==> src/rtl/ctsu_fifo.sv <==
// Small register queue carrying triangle jobs from front to back.
// No dependencies.
`default_nettype none
module ctsu_fifo #(
  parameter int WIDTH = 153,
  parameter int DEPTH = 2
) (
  input  wire logic             clk,
  input  wire logic             rst_n,
  input  wire logic             push,
  input  wire logic [WIDTH-1:0] wdata,
  output logic                  full,
  input  wire logic             pop,
  output logic [WIDTH-1:0]      rdata,
  output logic                  empty
);

  localparam int PW = $clog2(DEPTH);

  logic [WIDTH-1:0] mem_r [DEPTH];
  logic [PW-1:0]    wr_ptr_r, rd_ptr_r;
  logic [PW:0]      cnt_r;
  logic             do_push, do_pop;

  assign full    = (cnt_r == (PW+1)'(DEPTH));
  assign empty   = (cnt_r == '0);
  assign do_push = push && !full;
  assign do_pop  = pop && !empty;
  assign rdata   = mem_r[rd_ptr_r];

  always_ff @(posedge clk) begin
    if (!rst_n) begin
      wr_ptr_r <= '0;
      rd_ptr_r <= '0;
      cnt_r    <= '0;
    end else begin
      if (do_push) begin
        wr_ptr_r <= (wr_ptr_r == PW'(DEPTH-1)) ? '0 : wr_ptr_r + PW'(1);
      end
      if (do_pop) begin
        rd_ptr_r <= (rd_ptr_r == PW'(DEPTH-1)) ? '0 : rd_ptr_r + PW'(1);
      end
      cnt_r <= cnt_r + (PW+1)'(do_push) - (PW+1)'(do_pop);
    end
  end

  always_ff @(posedge clk) begin
    if (do_push) begin
      mem_r[wr_ptr_r] <= wdata;
    end
  end

endmodule
`default_nettype wire

==> config.mk <==
export PLATFORM = sky130hd
export DESIGN_NAME = ctsu_fifo
export DESIGN_NICKNAME = d
export VERILOG_FILES = /design/src/rtl/ctsu_fifo.sv
export SDC_FILE = /design/constraint.sdc
export NUM_CORES = 1
export LEC_CHECK = 0
export BUFFER_PORTS_ARGS = -buffer_cell sky130_fd_sc_hd__buf_4
export CAP_MARGIN = 40
export CORE_UTILIZATION = 56
export DETAILED_ROUTE_END_ITERATION = 16
export GPL_TIMING_DRIVEN = 0
export PLACE_DENSITY = 0.95
export SLEW_MARGIN = 0
export SYNTH_ARGS = -nofsm -noshare
export SYNTH_HDL_FRONTEND = slang
export SYNTH_SLANG_ARGS = --single-unit
==> constraint.sdc <==
create_clock -name clk -period 13.5 [get_ports clk]
set_input_delay 2.025 -clock clk [delete_from_list [all_inputs] [get_ports clk]]
set_output_delay 2.025 -clock clk [all_outputs]
set_load 0.005 [all_outputs]
---- Word level (Yosys, flattened, before mapping) ----
Memory sizes are Yosys's and may differ from the RTL's. A register that Yosys moved wholly into a read port is not among the register bits.
Index checks and enable logic that the tools add are counted.
word-level totals
  bits in registers ....................... 4
  RAM bits ................................ 306
  input bits .............................. 157
  output and inout bits ................... 155
  word-level logic and storage cells ...... 20
  memories kept ........................... 1
operators by class
  $add $sub $neg .......................... 4
  equality and inequality tests ........... 1
  multiplexer cells ....................... 6
  reductions and logical operators ........ 5
memories
  name   words  width  read ports  clocked after Yosys merged registers in  write ports  line  RTL
  mem_r  2      153    1           1                                        1            20    logic [WIDTH-1:0] mem_r [DEPTH];
operators by type and width
  operator                                     number
  1-bit two-way mux                            6
  1-bit adder (second input constant)          2
  2-bit by 1-bit adder with 2-bit output       1
  2-bit equality test (second input constant)  1
  1-bit logical AND                            2
  1-bit zero test                              2
  2-bit zero test                              1
  2-bit by 1-bit subtractor with 2-bit output  1

---- Logic depth before layout (Yosys ltp) ----
Gate-level depths: netlist of run 1.
  word-level depth ........................ 5
  gate-level depth with buffers ........... 8
  depth with buffers taken out ............ 8

---- Least setup slack after synthesis of run 1 ----
OpenSTA, ideal clock, no wires.
  kind .................................... in2reg
  start ................................... in push
  end ..................................... mem mem_r[0][0] (enable)
  library setup time ...................... 668 ps
  arrival ................................. 8,470 ps
  data required time ...................... 12,832 ps
  setup slack ............................. 4,362 ps
  cell stages on the path ................. 2
  buffers on the path ..................... 0
  cells stage by stage .................... nand2_1 nor2_1
between the ends
  word-level cells in the longest chain between the ends .. 3
RTL lines
  element                                  line  RTL
  from (decl)                              10    input wire logic push,
  1-bit logical AND                        27    assign do_push = push && !full;
  1-bit two-way mux                        48    if (do_push) begin
  1-bit two-way mux (not written as such)  49    mem_r[wr_ptr_r] <= wdata;
  to (decl)                                20
Every way passes these cells.

==> results of run 1 <==
[routing by layer]
| metal | vias to the layer above | track usage (%) | part of all wire (%) |
|---|---|---|---|
| li1 | 2692 | - | - |
| met1 | 2955 | 23.1 | 34 |
| met2 | 276 | 41.2 | 55 |
| met3 | 60 | 6.55 | 8.1 |
| met4 | 0 | 8.11 | 3.6 |
| met5 | - | 0 | 0 |
[sequential cells by signal, indices dropped and copies added (netlist names), named ones only]
name and flops:
cnt_r 2, rd_ptr_r 1, wr_ptr_r 1, mem_r 306
[cells in the final DEF, fill, tap and decap left out, drive strengths merged]
cell and count:
bufinv 2, mux2i 1, nand2b 2, clkbuf 43
xor2 1, ha 2, nor3 1, nor2 5
clkinv 9, buf 335, inv 3, and2 2
dfxtp 5, clkinvlp 1, o21a 1, edfxtp 306
nand2 2, xnor2 1, and3 1, mux2 153
[how the worst max path moves through the flow]
stage	startpoint	to	depth (start not counted)
final	flop	rdata[100]	5
after CTS	flop	rdata[100]	5
after floorplan	push	mem_r[0][0]	2
after global placement	push	mem_r[0][89]	3
after detailed placement	push	mem_r[0][77]	6
after global routing	flop	rdata[100]	5
[worst reg2reg max path, stage by stage, from the launching register on]
cell,delay [ns]
dfxtp_1,0.38
nand2b_1,0.17
nand2_1,0.15
nor2_4,0.51
buf_12,0.28
buf_12,0.23
buf_12,0.24
[cells by family after synthesis]
kind of cell	after synthesis	synth area share, %
compound gates	1	0.0650
xor+xnor	2	0.152
fa+ha+maj	2	0.217
buf+inv	20	1.32
flops	311	80.4
mux	154	17.3
simple gates	13	0.542
[final cells by class]
type                       count  area [sq um]
clock buffer                  43           851
fill                        1065          4880
timing repair buffer         318          2490
tap                          270           338
sequential                   311          9290
multi-input combinational    172          2120
inverter                       3          11.3
clock inverter                12           115
buffer                        17           141
[synthesized netlist by cell type (all sizes together)]
cell	count
buf	17
and3	1
xor2	1
ha	2
nor2	5
nor3	1
edfxtp	306
mux2	153
inv	3
and2	2
nand2b	2
mux2i	1
xnor2	1
nand2	2
o21a	1
dfxtp	5
[report_power, final]
group | switching (mW) | internal (mW)
clock | 0.330 | 0.475
sequential | 0.0406 | 1.24
combinational | 0.367 | 0.491
[metrics by stage]
| step | instance area [sq um] | utilization, % | worst slack [ns] | hold WS (ns) | instances |
|---|---|---|---|---|---|
| after floorplan | 11500 | - | 4.36 | 0.455 | 503 |
| after global placement | 14200 | 70.3 | 1.24 | 0.466 | 1084 |
| after detailed placement | 14400 | 71.1 | 9.66 | 0.525 | 1091 |
| after CTS | 15400 | 75.9 | 9.54 | 0.544 | 1146 |
| after global routing | 15400 | 75.9 | 9.51 | 0.609 | 1146 |
| final | 15400 | 75.9 | 9.59 | 0.541 | 1146 |
==> reports/results.ini, run 1 <==
[floorplan]
pin_count = 312
die_height_um = 146
coreArea_sq_mm = 0.0202
dieArea_sq_mm = 0.0212
initial_core_util_pct = 57.1
die_w_um = 146
rows = 52

[detailed_routing]
dr.pass1.iters = 4
wl_per_cell_um = 20.5
vias = 5983
antenna_left = 0
via_per_inst = 5.22
drt_iter0_drc = 219
drt-total-wl_um = 23500
drc = 0

[power]
vdd_drop_max_uv = 151
p_total_mw = 2.95
power_density_mw_per_mm2 = 192
power.leakage_nw = 5.92

[clock_network]
numCtsBuffers = 30
clock-sinks = 311
ctsHoldBuffers = 0
clock_latency_ns = 0.54
post_cts_buffers = 0
clock_path_buffers = 3
tritoncts = done
clkSlewWorstSetupHoldPaths_ns = 0.06
clockRootBuffer = clkbuf_16
htree_num_levels = 1
ctsResizeCount = 0

[critical_path]
cp_top_family = buffers and inverters
cpMaxStageDelayCell = dfxtp_1
cp-end-kind = output pin
critical_path_buf_inv_count = 4
crit_path_frequent_cell = buf_6
critical_path_required_ns = 11.48
rr_endpoint = mem_r[0][76]
path_cells = buf_6 -> buf_6 -> buf_6 -> mux2_4 -> buf_4
crit_arrival_ns = 1.89
reg2reg_from = cnt_r[0]
worstSetupStartpointType = flop
r2r_slack_ns = 11.21
slowest_delay_ns = 0.33
path_class = flop to output pin
ff2ff_path_depth = 6
path_max_fanout = 10

[timing]
slew_violations = 0
rsz0062_at_grt = no
setup_tns_ns = 0
slew_headroom_pct = 59.0
setup_violations = 0
layout_worst_path_cycle_share_pct = 29.0
skew_ns = 0.0156
hold_viol_final = 0
worst_pin_slew_ns = 0.614
fmax_mhz = 256
fin_crit_ns = 3.91

[global_route]
grt_pass1_wl_um = 35300
grt.total_usage_pct = 22.0
grt_pass1_vias = 6507
grt.overflow.total = 0
grt_max_degree = 65
antenna_found_initial = 0

[logic_synthesis]
yosysTopAreaCell = edfxtp_1
synth_top_area_share_pct = 79.6
netlist_instances = 503
yosysWarnings = 0
netlist_area_sq_mm = 0.0115
avgSynthCellArea_sq_um = 23.0
ys_top_cells_by_area = edfxtp_1, mux2_4, mux2_2, buf_6, dfxtp_1
synth_cell_type_count = 18
synth_seq_cells = 311
seq_area_frac_synth_pct = 80.4
synth_nets = 662

[hold_path]
hold_depth = 2
min-delay-start = rd_ptr_r
hp-class = flop to flop

[placed_design]
dp_hpwl_um = 16100
io_buffers = 311
place_congestion = 0.748

[status]
outcome = complete, no violations

[flow_run]
cap_violations = 0

[layout]
insertedDiodeCount = 0
drive_gt1_share_pct = 61.1
fin_nets = 1012
area_growth_pct = 33.0

Power figures use the tool's default switching activity.
==> inputs of run 2 (changes only) <==
Settings changed: CORE_UTILIZATION 56 to 52, PLACE_DENSITY 0.95 to 0.9.
Clock period 13.5 ns to 4 ns, I/O delays scaled along.
==> run 2 against run 1 <==
Effect of this change: sequential power rose to 3.4 times the previous value; design area up 0.55%; sequential share of layout area down 0.33 points; register-to-register slack worse by 9.4 ns; first-iteration DRC count down 15%; largest power group unchanged; highest routed layer unchanged.
==> reports/results.ini, run 2 (same netlist as run 1, synthesis figures left out) <==
[status]
outcome = complete, no violations

[detailed_routing]
dr.pass1.iters = 4  ; unchanged
via_per_inst = 5.09  ; -2.6%
top_layer_used = met4
drt_iter0_drc = 186  ; -15%
wl_met1_um = 7860  ; -0.67%
drt-total-wl_um = 22800  ; -2.9%
drc = 0  ; unchanged
vias = 5890  ; -1.6%
wl_met2_um = 12100  ; -5.1%
wl_per_cell_um = 19.7  ; -3.9%
antenna_left = 0  ; unchanged
met3_length_um = 1880  ; -1.1%

[clock_network]
htree_num_levels = 1  ; unchanged
clock_latency_ns = 0.54  ; about the same
ctsHoldBuffers = 0  ; unchanged
tritoncts = done
post_cts_buffers = 0  ; unchanged
ctsResizeCount = 0  ; unchanged
clock_path_buffers = 3  ; unchanged
clockRootBuffer = clkbuf_16
numCtsBuffers = 30  ; unchanged
clkSlewWorstSetupHoldPaths_ns = 0.06  ; about the same
clock-sinks = 311  ; unchanged

[floorplan]
coreArea_sq_mm = 0.0218  ; +7.9%
pin_count = 312  ; unchanged
rows = 54  ; +3.8%
initial_core_util_pct = 52.9  ; -4.2 points
die_height_um = 151  ; +3.7%
dieArea_sq_mm = 0.0228  ; +7.6%
die_w_um = 151  ; +3.7%

[critical_path]
path_class = flop to output pin
path_max_fanout = 10  ; unchanged
crit_arrival_ns = 1.87  ; -0.02 ns
path_cells = buf_6 -> buf_6 -> buf_6 -> mux2_4 -> buf_4
cp-end-kind = output pin
worstSetupStartpointType = flop
cp_top_family = buffers and inverters
crit_path_frequent_cell = buf_6
critical_path_required_ns = 3.40  ; -8.08 ns
cpMaxStageDelayCell = dfxtp_1
critical_path_buf_inv_count = 4  ; unchanged
slowest_delay_ns = 0.32  ; about the same

[layout]
final_common_cell = buf_4
filler_cell_count = 1347  ; +26%
final_core_util_pct = 70.7  ; -5.1 points
insertedDiodeCount = 0  ; unchanged
drive_gt1_share_pct = 61.0  ; about the same
seq_area_sq_mm = 0.00929  ; unchanged
largest_reg_flops = 306  ; unchanged
fin_nets = 1013  ; +0.099%
layout_common_cells = buf_4, edfxtp_1, mux2_2
finalNonFillerCells = 1158  ; +1.0%
multi_input_area_sq_mm = 0.00212  ; unchanged
top_regs = mem_r: 306 flops, cnt_r: 2 flops
largest-register = mem_r
post-route-cell-area_sq_mm = 0.0154  ; +0.55%
area_growth_pct = 33.7

[placed_design]
dp_cells = 1102  ; +1.0%
dpl_cell_area_sq_mm = 0.0144  ; +0.38%
dp_hpwl_um = 15700  ; -2.7%
place_congestion = 0.733  ; -2.1%
io_buffers = 311  ; unchanged

[timing]
slew_violations = 0  ; unchanged
fin_crit_ns = 2.47
layout_worst_path_cycle_share_pct = 61.7
worst_pin_slew_ns = 0.766  ; +0.153 ns
hold_ws_ns = 0.241  ; -0.300 ns
slew_headroom_pct = 48.8  ; -10 points
fmax_mhz = 405
rsz0062_at_grt = no
skew_ns = 0.0113  ; -0.00432 ns
setup_violations = 0  ; unchanged
hold_viol_final = 0  ; unchanged

[global_route]
grt.total_usage_pct = 19.5  ; -2.5 points
grt_max_degree = 54  ; -17%
grt_pass1_vias = 6290  ; -3.3%
grt.overflow.total = 0  ; unchanged
grt_pass1_wl_um = 33200  ; -6.0%
antenna_found_initial = 0  ; unchanged

[flow_run]
cap_violations = 0  ; unchanged

[hold_path]
hp-class = input port to flop

[power]
power_density_mw_per_mm2 = 649  ; +240%
p_total_mw = 10.0  ; +240%
power.leakage_nw = 5.95  ; +0.41%
vdd_drop_max_uv = 491  ; +230%

## run 2: cell count changes in the layout (fill, tap and decap cells not counted), sizes merged
| cell | delta |
|---|---|
| buf | +1 |
| bufinv | +2 |
| clkbuf | -5 |
| clkinv | +2 |
| clkinvlp | +2 |
## run 2: layer usage
| layer | up-vias | global-route usage (%) |
|---|---|---|
| met5 | - | 0 |
| met4 | 0 | 8.00 |
| met3 | 56 | 5.45 |
| met1 | 2878 | 21.1 |
| li1 | 2697 | - |
| met2 | 259 | 35.6 |
## run 2: layout make-up
cell class	instances	share of cell area, %
multi-input combinational	172	13.7
sequential	311	60.2
tap	280	2.27
buffer	17	0.916
timing repair buffer	319	16.4
inverter	3	0.0729
clock inverter	18	1.25
clock buffer	38	5.19
## run 2: final timing paths
kind	from	to	slack, ns	cells past startpoint
max	flop	rdata[103]	1.53	5
min	wdata[142]	mem_r[0][142]	0.24	1
max reg2reg	cnt_r[0]	mem_r[0][132]	1.83	5
min reg2reg	rd_ptr_r	flop	0.53	2
## run 2: per-stage QoR
step,setup WS [ns],TNS (ns)
finish,1.53,0
global placement,-0.683,-102.65
floorplan,0.584,0
global route,1.42,0
detailed placement,1.71,0
CTS,1.47,0
## run 2: report_power, final
part / switching (mW) / leakage, nW / total [mW] / internal [mW]
Clock: 1.13 / 0.481 / 2.80 / 1.67
Combinational: 1.21 / 2.57 / 2.89 / 1.68
Sequential: 0.129 / 2.90 / 4.32 / 4.19
Total: 2.47 / 5.95 / 10.0 / 7.55
