File: config.mk
export PLATFORM = sky130hd
export DESIGN_NAME = ctsu_front
export DESIGN_NICKNAME = d
export VERILOG_FILES = /design/src/rtl/ctsu_pkg.sv /design/src/rtl/ctsu_ram.sv /design/src/rtl/ctsu_front.sv
export SDC_FILE = /design/constraint.sdc
export NUM_CORES = 2
export LEC_CHECK = 0
export BUFFER_PORTS_ARGS = -buffer_cell sky130_fd_sc_hd__buf_4
export CAP_MARGIN = 40
export CORE_MARGIN = 8
export CORE_UTILIZATION = 55
export DETAILED_ROUTE_END_ITERATION = 12
export PLACE_DENSITY_LB_ADDON = 0.3
export SYNTH_ARGS = -nofsm -noshare
export SYNTH_HDL_FRONTEND = slang
export SYNTH_SLANG_ARGS = --single-unit
File: constraint.sdc
create_clock -name clk -period 5.7 [get_ports clk]
set_input_delay 0.57 -clock clk [delete_from_list [all_inputs] [get_ports clk]]
set_output_delay 0.57 -clock clk [all_outputs]
set_load 0.05 [all_outputs]
File: src/rtl/ctsu_pkg.sv
// Shared types and constants for the collision triangle setup block.
// No dependencies; the top, front end, back end and testbench import this package.
`default_nettype none
package ctsu_pkg;

  localparam int MAX_TRIANGLES_DEF = 512;
  localparam int CACHE_DEPTH_DEF   = 64;
  localparam int JOB_DEPTH         = 2;

  localparam logic [1:0] FUNC_VERTEX = 2'd0;
  localparam logic [1:0] FUNC_TRI    = 2'd1;
  localparam logic [1:0] FUNC_CLEAR  = 2'd2;

  localparam logic [1:0] AXIS_X    = 2'd0;
  localparam logic [1:0] AXIS_Y    = 2'd1;
  localparam logic [1:0] AXIS_Z    = 2'd2;
  localparam logic [1:0] AXIS_NONE = 2'd3;

  typedef struct packed {
    logic        [1:0]  func;
    logic        [5:0]  vertex_slot;
    logic signed [15:0] coord_x;
    logic signed [15:0] coord_y;
    logic signed [15:0] coord_z;
    logic        [5:0]  index_a;
    logic        [5:0]  index_b;
    logic        [5:0]  index_c;
  } in_word_t;

  typedef struct packed {
    logic        [8:0]  triangle_slot;
    logic signed [15:0] normal_x;
    logic signed [15:0] normal_y;
    logic signed [15:0] normal_z;
    logic signed [31:0] plane_offset;
    logic        [1:0]  dominant_axis;
    logic signed [15:0] box_min_x;
    logic signed [15:0] box_min_y;
    logic signed [15:0] box_min_z;
    logic signed [15:0] box_max_x;
    logic signed [15:0] box_max_y;
    logic signed [15:0] box_max_z;
  } out_word_t;

  typedef struct packed {
    logic signed [15:0] x;
    logic signed [15:0] y;
    logic signed [15:0] z;
  } vtx_t;

  typedef struct packed {
    logic [8:0] slot;
    vtx_t       a;
    vtx_t       b;
    vtx_t       c;
  } job_t;

endpackage
`default_nettype wire

File: src/rtl/ctsu_ram.sv
// Generic single-write, single-read RAM with registered read data.
// No dependencies.
`default_nettype none
module ctsu_ram #(
  parameter int WIDTH = 48,
  parameter int DEPTH = 64
) (
  input  wire logic                     clk,
  input  wire logic                     we,
  input  wire logic [$clog2(DEPTH)-1:0] waddr,
  input  wire logic [WIDTH-1:0]         wdata,
  input  wire logic [$clog2(DEPTH)-1:0] raddr,
  output logic      [WIDTH-1:0]         rdata
);

  logic [WIDTH-1:0] mem_r [DEPTH];

  always_ff @(posedge clk) begin
    if (we) begin
      mem_r[waddr] <= wdata;
    end
    rdata <= mem_r[raddr];
  end

endmodule
`default_nettype wire

File: src/rtl/ctsu_front.sv
// Front end: takes input words, owns the vertex cache and triangle count,
// gathers three corners per triangle and pushes a job. Uses ctsu_pkg, ctsu_ram.
`default_nettype none
module ctsu_front
  import ctsu_pkg::*;
#(
  parameter int MAX_TRIANGLES = MAX_TRIANGLES_DEF,
  parameter int CACHE_DEPTH   = CACHE_DEPTH_DEF
) (
  input  wire logic     clk,
  input  wire logic     rst_n,
  input  wire logic     in_push,
  output logic          in_full,
  input  wire in_word_t in_word,
  output logic          job_push,
  output job_t          job_word,
  input  wire logic     job_full
);

  localparam int AW = $clog2(CACHE_DEPTH);

  localparam logic [1:0] F_IDLE = 2'd0;
  localparam logic [1:0] F_READ = 2'd1;
  localparam logic [1:0] F_PUSH = 2'd2;

  logic [1:0]       state_r, state_nxt;
  logic [1:0]       cnt_r, cnt_nxt;
  logic [9:0]       count_r, count_nxt;
  logic [CACHE_DEPTH-1:0] valid_r;
  logic [5:0]       ia_r, ib_r, ic_r;
  logic [5:0]       rd_idx;
  logic             rd_ok_r;
  vtx_t             va_r, vb_r, vc_r;
  vtx_t             rd_vtx;
  logic [47:0]      rdata;
  logic             accept, we;

  assign accept  = in_push && !in_full;
  assign in_full = (state_r != F_IDLE);
  assign we = accept && (in_word.func == FUNC_VERTEX)
              && (32'(in_word.vertex_slot) < CACHE_DEPTH);

  always_comb begin
    case (cnt_r)
      2'd0:    rd_idx = ia_r;
      2'd1:    rd_idx = ib_r;
      default: rd_idx = ic_r;
    endcase
  end

  ctsu_ram #(.WIDTH(48), .DEPTH(CACHE_DEPTH)) u_cache (
    .clk   (clk),
    .we    (we),
    .waddr (AW'(in_word.vertex_slot)),
    .wdata ({in_word.coord_x, in_word.coord_y, in_word.coord_z}),
    .raddr (AW'(rd_idx)),
    .rdata (rdata)
  );

  // never-written or out-of-range corners read as the origin
  assign rd_vtx = rd_ok_r ? vtx_t'(rdata) : '0;

  always_comb begin
    state_nxt = state_r;
    cnt_nxt   = cnt_r;
    count_nxt = count_r;
    unique case (state_r)
      F_IDLE: begin
        if (accept && in_word.func == FUNC_CLEAR) begin
          count_nxt = '0;
        end else if (accept && in_word.func == FUNC_TRI
                     && 32'(count_r) < MAX_TRIANGLES) begin
          state_nxt = F_READ;
          cnt_nxt   = '0;
        end
      end
      F_READ: begin
        cnt_nxt = cnt_r + 2'd1;
        if (cnt_r == 2'd3) begin
          state_nxt = F_PUSH;
        end
      end
      F_PUSH: begin
        if (!job_full) begin
          state_nxt = F_IDLE;
          count_nxt = count_r + 10'd1;
        end
      end
      default: state_nxt = F_IDLE;
    endcase
  end

  always_ff @(posedge clk) begin
    if (!rst_n) begin
      state_r <= F_IDLE;
      cnt_r   <= '0;
      count_r <= '0;
      valid_r <= '0;
    end else begin
      state_r <= state_nxt;
      cnt_r   <= cnt_nxt;
      count_r <= count_nxt;
      if (we) begin
        valid_r[AW'(in_word.vertex_slot)] <= 1'b1;
      end
    end
  end

  always_ff @(posedge clk) begin
    if (state_r == F_IDLE && accept) begin
      ia_r <= in_word.index_a;
      ib_r <= in_word.index_b;
      ic_r <= in_word.index_c;
    end
    rd_ok_r <= (32'(rd_idx) < CACHE_DEPTH) && valid_r[AW'(rd_idx)];
    if (state_r == F_READ) begin
      case (cnt_r)
        2'd1:    va_r <= rd_vtx;
        2'd2:    vb_r <= rd_vtx;
        2'd3:    vc_r <= rd_vtx;
        default: ;
      endcase
    end
  end

  assign job_push      = (state_r == F_PUSH) && !job_full;
  assign job_word.slot = count_r[8:0];
  assign job_word.a    = va_r;
  assign job_word.b    = vb_r;
  assign job_word.c    = vc_r;

endmodule
`default_nettype wire

Yosys cells after proc, flatten, opt, wreduce, memory -nomap -nowiden
Memory sizes are Yosys's and may differ from the RTL's. A register that Yosys moved wholly into a read port is not among the register bits. Index checks and enable logic that the tools add are counted.

Memories kept: 1. Input port bits: 78. Output and inout bits: 155. RAM bits: 3072. Logic and storage cells: 78. Register bits after elaboration: 241.

Memories: u_cache.mem_r (depth 64, width 48, rd ports 1, clocked after memory_dff 1, wr ports 1, RTL line ctsu_ram.sv:16) `logic [WIDTH-1:0] mem_r [DEPTH];`.

Multiplexer cells: 19. Equal/unequal tests: 12. Magnitude comparators: 4. Add/subtract/negate cells: 2. Bitwise operators: 1. Reduce and logical (&&, ||, !) cells: 22.

Operators with widths (number): 64-bit bitwise OR (1); 48-bit 2-to-1 mux (1); 10-bit 2-to-1 mux (2); 10-bit one-hot mux with 2 select lines (1); 6-bit by 7-bit less-than comparator with 1-bit output (second input constant) (2); 2-bit 2-to-1 mux (6); 6-bit one-hot mux with 2 select lines (1); 10-bit by 1-bit adder with 10-bit output (second input constant) (1); 10-bit less-than comparator (second input constant) (1); 2-bit != test (second input constant) (5); 2-bit == test (second input constant) (4); 1-bit logical AND (8); 1-bit binary-select mux with 6-bit select (1); 1-bit demux with 6-bit select (1); 2-bit by 1-bit == test with 1-bit output (second input constant) (3); 6-bit by 1-bit greater-or-equal comparator with 1-bit output (second input constant) (1); 2-bit logical NOT (3); 2-bit one-hot mux with 3 select lines (1); 2-bit AND reduction (3); 3-bit AND reduction (2); 2-bit nonzero test (3); 1-bit 2-to-1 mux (4); 2-bit one-hot mux with 2 select lines (1); 4-bit AND reduction (1); 2 further kinds (3).

Depth between registers and ports, before layout
Word-level depth: 8. Mapped depth: 14. Mapped depth without buffers: 8.

Modules after synthesis
From an unflattened synthesis, not the netlist that was laid out.

Cell total of the unflattened synthesis: 5614. Area, all modules: 126173.5 µm².

By module, submodules not included: ctsu_ram (sequential area each 93209.4 µm², area an instance 117117.3 µm², cells each 4970, instances 1); ctsu_front (sequential area each 6446.2 µm², area an instance 9056.2 µm², cells each 644, instances 1).

Worst setup path before layout
OpenSTA, ideal clock, no wires.

Path type: reg-to-reg. Start point: reg state_r[1]. End point: mem u_cache.mem_r[56][0] (enable). Period minus slack after synthesis: 3.984 ns. Library setup time: 0.455 ns. Data arrival time: 3.528 ns. Slack: 1.716 ns. Stages on the path, launching flop included: 7. Path through: dfxtp_1 clkbuf_1 nor2_1 nand2_1 nor4b_1 nand3_1 nor2_1.

Cells in the longest elaborated chain, start to end: 6.

Ends and longest elaborated chain: start: declaration (RTL line ctsu_front.sv:26) `logic [1:0] state_r, state_nxt;`; start signal: assignment (RTL line ctsu_front.sv:100) `state_r <= state_nxt;`; 2-bit nonzero test (RTL line ctsu_front.sv:39) `assign in_full = (state_r != F_IDLE);`; 1-bit logical NOT (RTL line ctsu_front.sv:38) `assign accept = in_push && !in_full;`; 1-bit logical AND (RTL line ctsu_front.sv:38); 1-bit logical AND (RTL line ctsu_front.sv:40) `assign we = accept && (in_word.func == FUNC_VERTEX)`; 1-bit 2-to-1 mux (RTL line ctsu_ram.sv:19) `if (we) begin`; 1-bit 2-to-1 mux (implied by the code) (RTL line ctsu_ram.sv:20) `mem_r[waddr] <= wdata;`; end: declaration (RTL line ctsu_ram.sv:16).

Every way passes these cells.

Final worst setup path
Start point: reg cnt_r[0]. End point: reg u_cache.rdata[38] (read register of u_cache.mem_r).

Cells in the longest elaborated chain, start to end: 2. Elaborated cells between the ends (all ways): 3. Those cells by class: 1 x eq/ne; 1 x mux; 1 x reduce/logical.

Ends and longest elaborated chain: start: declaration (RTL line ctsu_front.sv:27) `logic [1:0] cnt_r, cnt_nxt;`; start signal: assignment (RTL line ctsu_front.sv:101) `cnt_r <= cnt_nxt;`; 2-bit by 1-bit == test with 1-bit output / 2-bit logical NOT (equally long branches) (RTL line ctsu_front.sv:44) `case (cnt_r)`; 6-bit one-hot mux with 2 select lines * (RTL line ctsu_front.sv:44); end: declaration (RTL line ctsu_ram.sv:13) `output logic [WIDTH-1:0] rdata`.

Every way passes the cells marked *; elsewhere a longest branch is shown, timed or not. A chain may end at the register's enable or synchronous reset.

==> impl_metrics.yaml <==
run_status:
  outcome: "complete, no violations"
drt:
  routed_wl_mm: 467
  first_pass_iters: 8
  viasPerCell: 7.48
  route.detailed.drc: 0
  drtAntennaViolNets: 0
  drtIter0Drc: 18000
  wl_per_cell_um: 37.0
  via_count: 94400
synth:
  synth_nets: 9135
  synth_edf_count: 3234
  netlist_area_um2: 134000
  synthArstFlopShare_pct: 0
  syn_avg_cell_area_um2: 14.8
  synthCells: 9052
  synth_top_area_cell: "edfxtp_1"
  synth_common_cells: "edfxtp_1, nand3_1, nand4_1"
  synthFlopType: "edfxtp_1"
  synthMostInstantiatedCell: "edfxtp_1"
  yosys_warnings: 0
  synth-seq-cells: 3361
  ys_seq_area_share_pct: 74.2
  synth.top_cells.by_area: "edfxtp_1, o2111ai_1, nand4_1, mux2_2, nand3_1"
  synth_top_area_share_pct: 72.3
  synth.distinct_cells: 50
place:
  place_congestion: 0.878
  hpwl_mm: 239
  portBuffers: 232
  place_inst: 11900
cts:
  path_clk_slew_ns: 0.06
  clock-root-buffer: "clkbuf_16"
  cts_tree: "yes"
  cts_resized: 0
  postCtsSetupBuffers: 0
  cts.path.max_buffers: 4
  cts_buffers: 350
  cts_sinks: 3361
  ctsHtreeMaxLevel: 5
  clk_latency_ns: 0.99
worst_setup_path:
  reg2reg_depth: 10
  critPathMaxFanout: 77
  cp.arrival_ns: 5.48
  path_class: "flip-flop to flip-flop"
  cp-end-kind: "flip-flop"
  required_ns: 6.61
  start_kind: "flip-flop"
sta:
  max_slew_margin_pct: 25.3
  slew_violations: 0
  fin_crit_ns: 4.57
  hold_viol: 0
  max_freq_mhz: 219
  setup-tns-final_ns: 0
  setup_violations: 0
  rsz0062_at_grt: "no"
  post-route-period-util_pct: 80.2
  skew_ns: 0.0590
  tightest_slew_ns: 1.11
global_routing:
  grt_pass1_wl_mm: 656
  grt_max_degree: 177
  gr-total-overflow: 0
  antenna_found_initial: 63
  grt_usage_pct: 34.7
  grt_pass1_vias: 89500
power:
  irDropWorstVdd_v: 0.000260
  swShare_pct: 25.1
  power_frac_comb_pct: 10.1
  power_density_nw_per_um2: 362
  p_int_uw: 41200
  p_leak_uw: 0.0467
  power_switching_uw: 13800
  clkPwrFrac_pct: 39.5
  pwr-share-seq_pct: 50.4
final_layout:
  fin_cells: 12600
  drive_above_1_share_pct: 17.2
  area_growth_pct: 13.4
  multi_input_area_um2: 31500
  regArea_um2: 99700
  fill_cells: 17100
  final_core_util_pct: 62.7
  layout.nets: 9162
floorplanning:
  initial_utilization_pct: 55.3
  ios: 233
  core_area_um2: 243000
  num_rows: 181
  die_h_um: 510
  die-area_um2: 260000
  fp.dieW_um: 510
worst_hold_path:
  hold_path.class: "input pin to flip-flop"
  holdPathStages: 3
run:
  cap_viol_max_count: 0
==> cell usage in the layout (no fill, tap or decap), drive strengths merged, types with 5 or more instances in the layout <==
| cell type | netlist | layout |
|---|---|---|
| bufinv | 0 | 14 |
| buf | 237 | 583 |
| nor3 | 294 | 294 |
| edfxtp | 3234 | 3234 |
| dlygate4sd3 | 0 | 19 |
| nor2b | 6 | 6 |
| clkinv | 0 | 122 |
| clkinvlp | 0 | 11 |
| a22oi | 9 | 9 |
| nor2 | 79 | 79 |
| nand2 | 10 | 10 |
| inv | 6 | 14 |
| nor4 | 99 | 99 |
| a21oi | 298 | 298 |
| o21ai | 882 | 882 |
| mux2 | 442 | 442 |
| and2 | 51 | 51 |
| or3b | 7 | 7 |
| diode | 0 | 72 |
| clkbuf | 694 | 468 |
| xor2 | 6 | 6 |
| dfxtp | 127 | 127 |
| ha | 5 | 5 |
| o21a | 67 | 67 |
| nand3 | 891 | 891 |
| nor3b | 5 | 5 |
| nand4 | 885 | 885 |
| a22o | 6 | 6 |
| o2111ai | 686 | 686 |
==> through the flow <==
stage / power, µW / setup slack (ns) / hold WS, ns / cell area, µm²
CTS: 54900 / 1.23 / 0.0565 / 152000
detailed placement: 33600 / 1.25 / 0.448 / 141000
global route: 56100 / 0.952 / 0.101 / 152000
global placement: 33400 / 0.826 / 0.440 / 141000
finish: 55100 / 1.13 / 0.103 / 152000
floorplan: 30800 / 1.72 / 0.434 / 134000
==> registers in the layout, summed over array words and instances (netlist names) <==
register	flops
count_r	10
cnt_r	2
ia_r	6
state_r	2
u_cache.rdata	48
ic_r	6
ib_r	6
job_word	144
rd_ok_r	1
u_cache.mem_r	3072
valid_r	64
==> final timing paths <==
| check | start | to | slack, ns |
|---|---|---|---|
| max | cnt_r[0] | u_cache.rdata[38] | 1.13 |
| max reg2reg | cnt_r[0] | u_cache.rdata[38] | 1.13 |
| min | in_word[72] | count_r[8] | 0.10 |
| min reg2reg | valid_r[43] | valid_r[43] | 0.46 |
==> metal layers <==
layer	up-vias	GRT usage (%)	share of wire, %
met5	-	0.407	0.090
met2	8872	49.8	43
met3	1701	13.0	17
met4	44	20.9	6.8
met1	46700	45.2	34
li1	37100	-	-
==> critical path: stages, from the launching register on <==
cell	delay, ns
dfxtp_1	0.36
inv_1	0.12
ha_1	0.73
or3b_4	0.51
buf_12	0.37
buf_4	0.76
a21oi_1	0.22
o2111ai_1	0.26
o2111ai_1	0.17
nor4_1	0.59
mux2_2	0.26
==> final cells by class <==
class	instances	area share, %
repair buffers	606	4.11
flip-flops and latches	3361	65.4
clock buffers	466	6.27
diodes	72	0.118
clock inverters	155	0.756
inverters	6	0.0148
multi-input cells	4754	20.7
well taps	3202	2.63
==> cell families (layout without fill, tap and decap cells) <==
logic type,count (synthesis),count (layout),share of synthesized area (%)
AO/OA/AOI/OAI,1956,1956,9.47
XOR/XNOR,8,8,0.0522
adder cells (fa/ha/maj),5,5,0.0466
buffers and inverters,937,1233,2.83
flip-flops,3361,3361,74.2
multiplexers,443,443,3.71
other,0,72,0
AND/OR/NAND/NOR,2342,2342,9.71
==> repair_timing <==
item / 4_1_cts / 5_1_grt
hold endpoints to repair: 20 / 0
hold buffers: 19 / 0
setup endpoints to repair: 0 / 0
==> power by group through the flow <==
stage,Clock [µW],Sequential [µW],Combinational (µW)
4_1_cts,21800,27700,5340
2_1_floorplan,0,27900,2900
3_3_place_gp,0,28300,5140
5_1_grt,22700,27700,5690
3_5_place_dp,0,28300,5300
6_report,21700,27800,5560
Note: power is estimated with default switching activity, not from simulation.
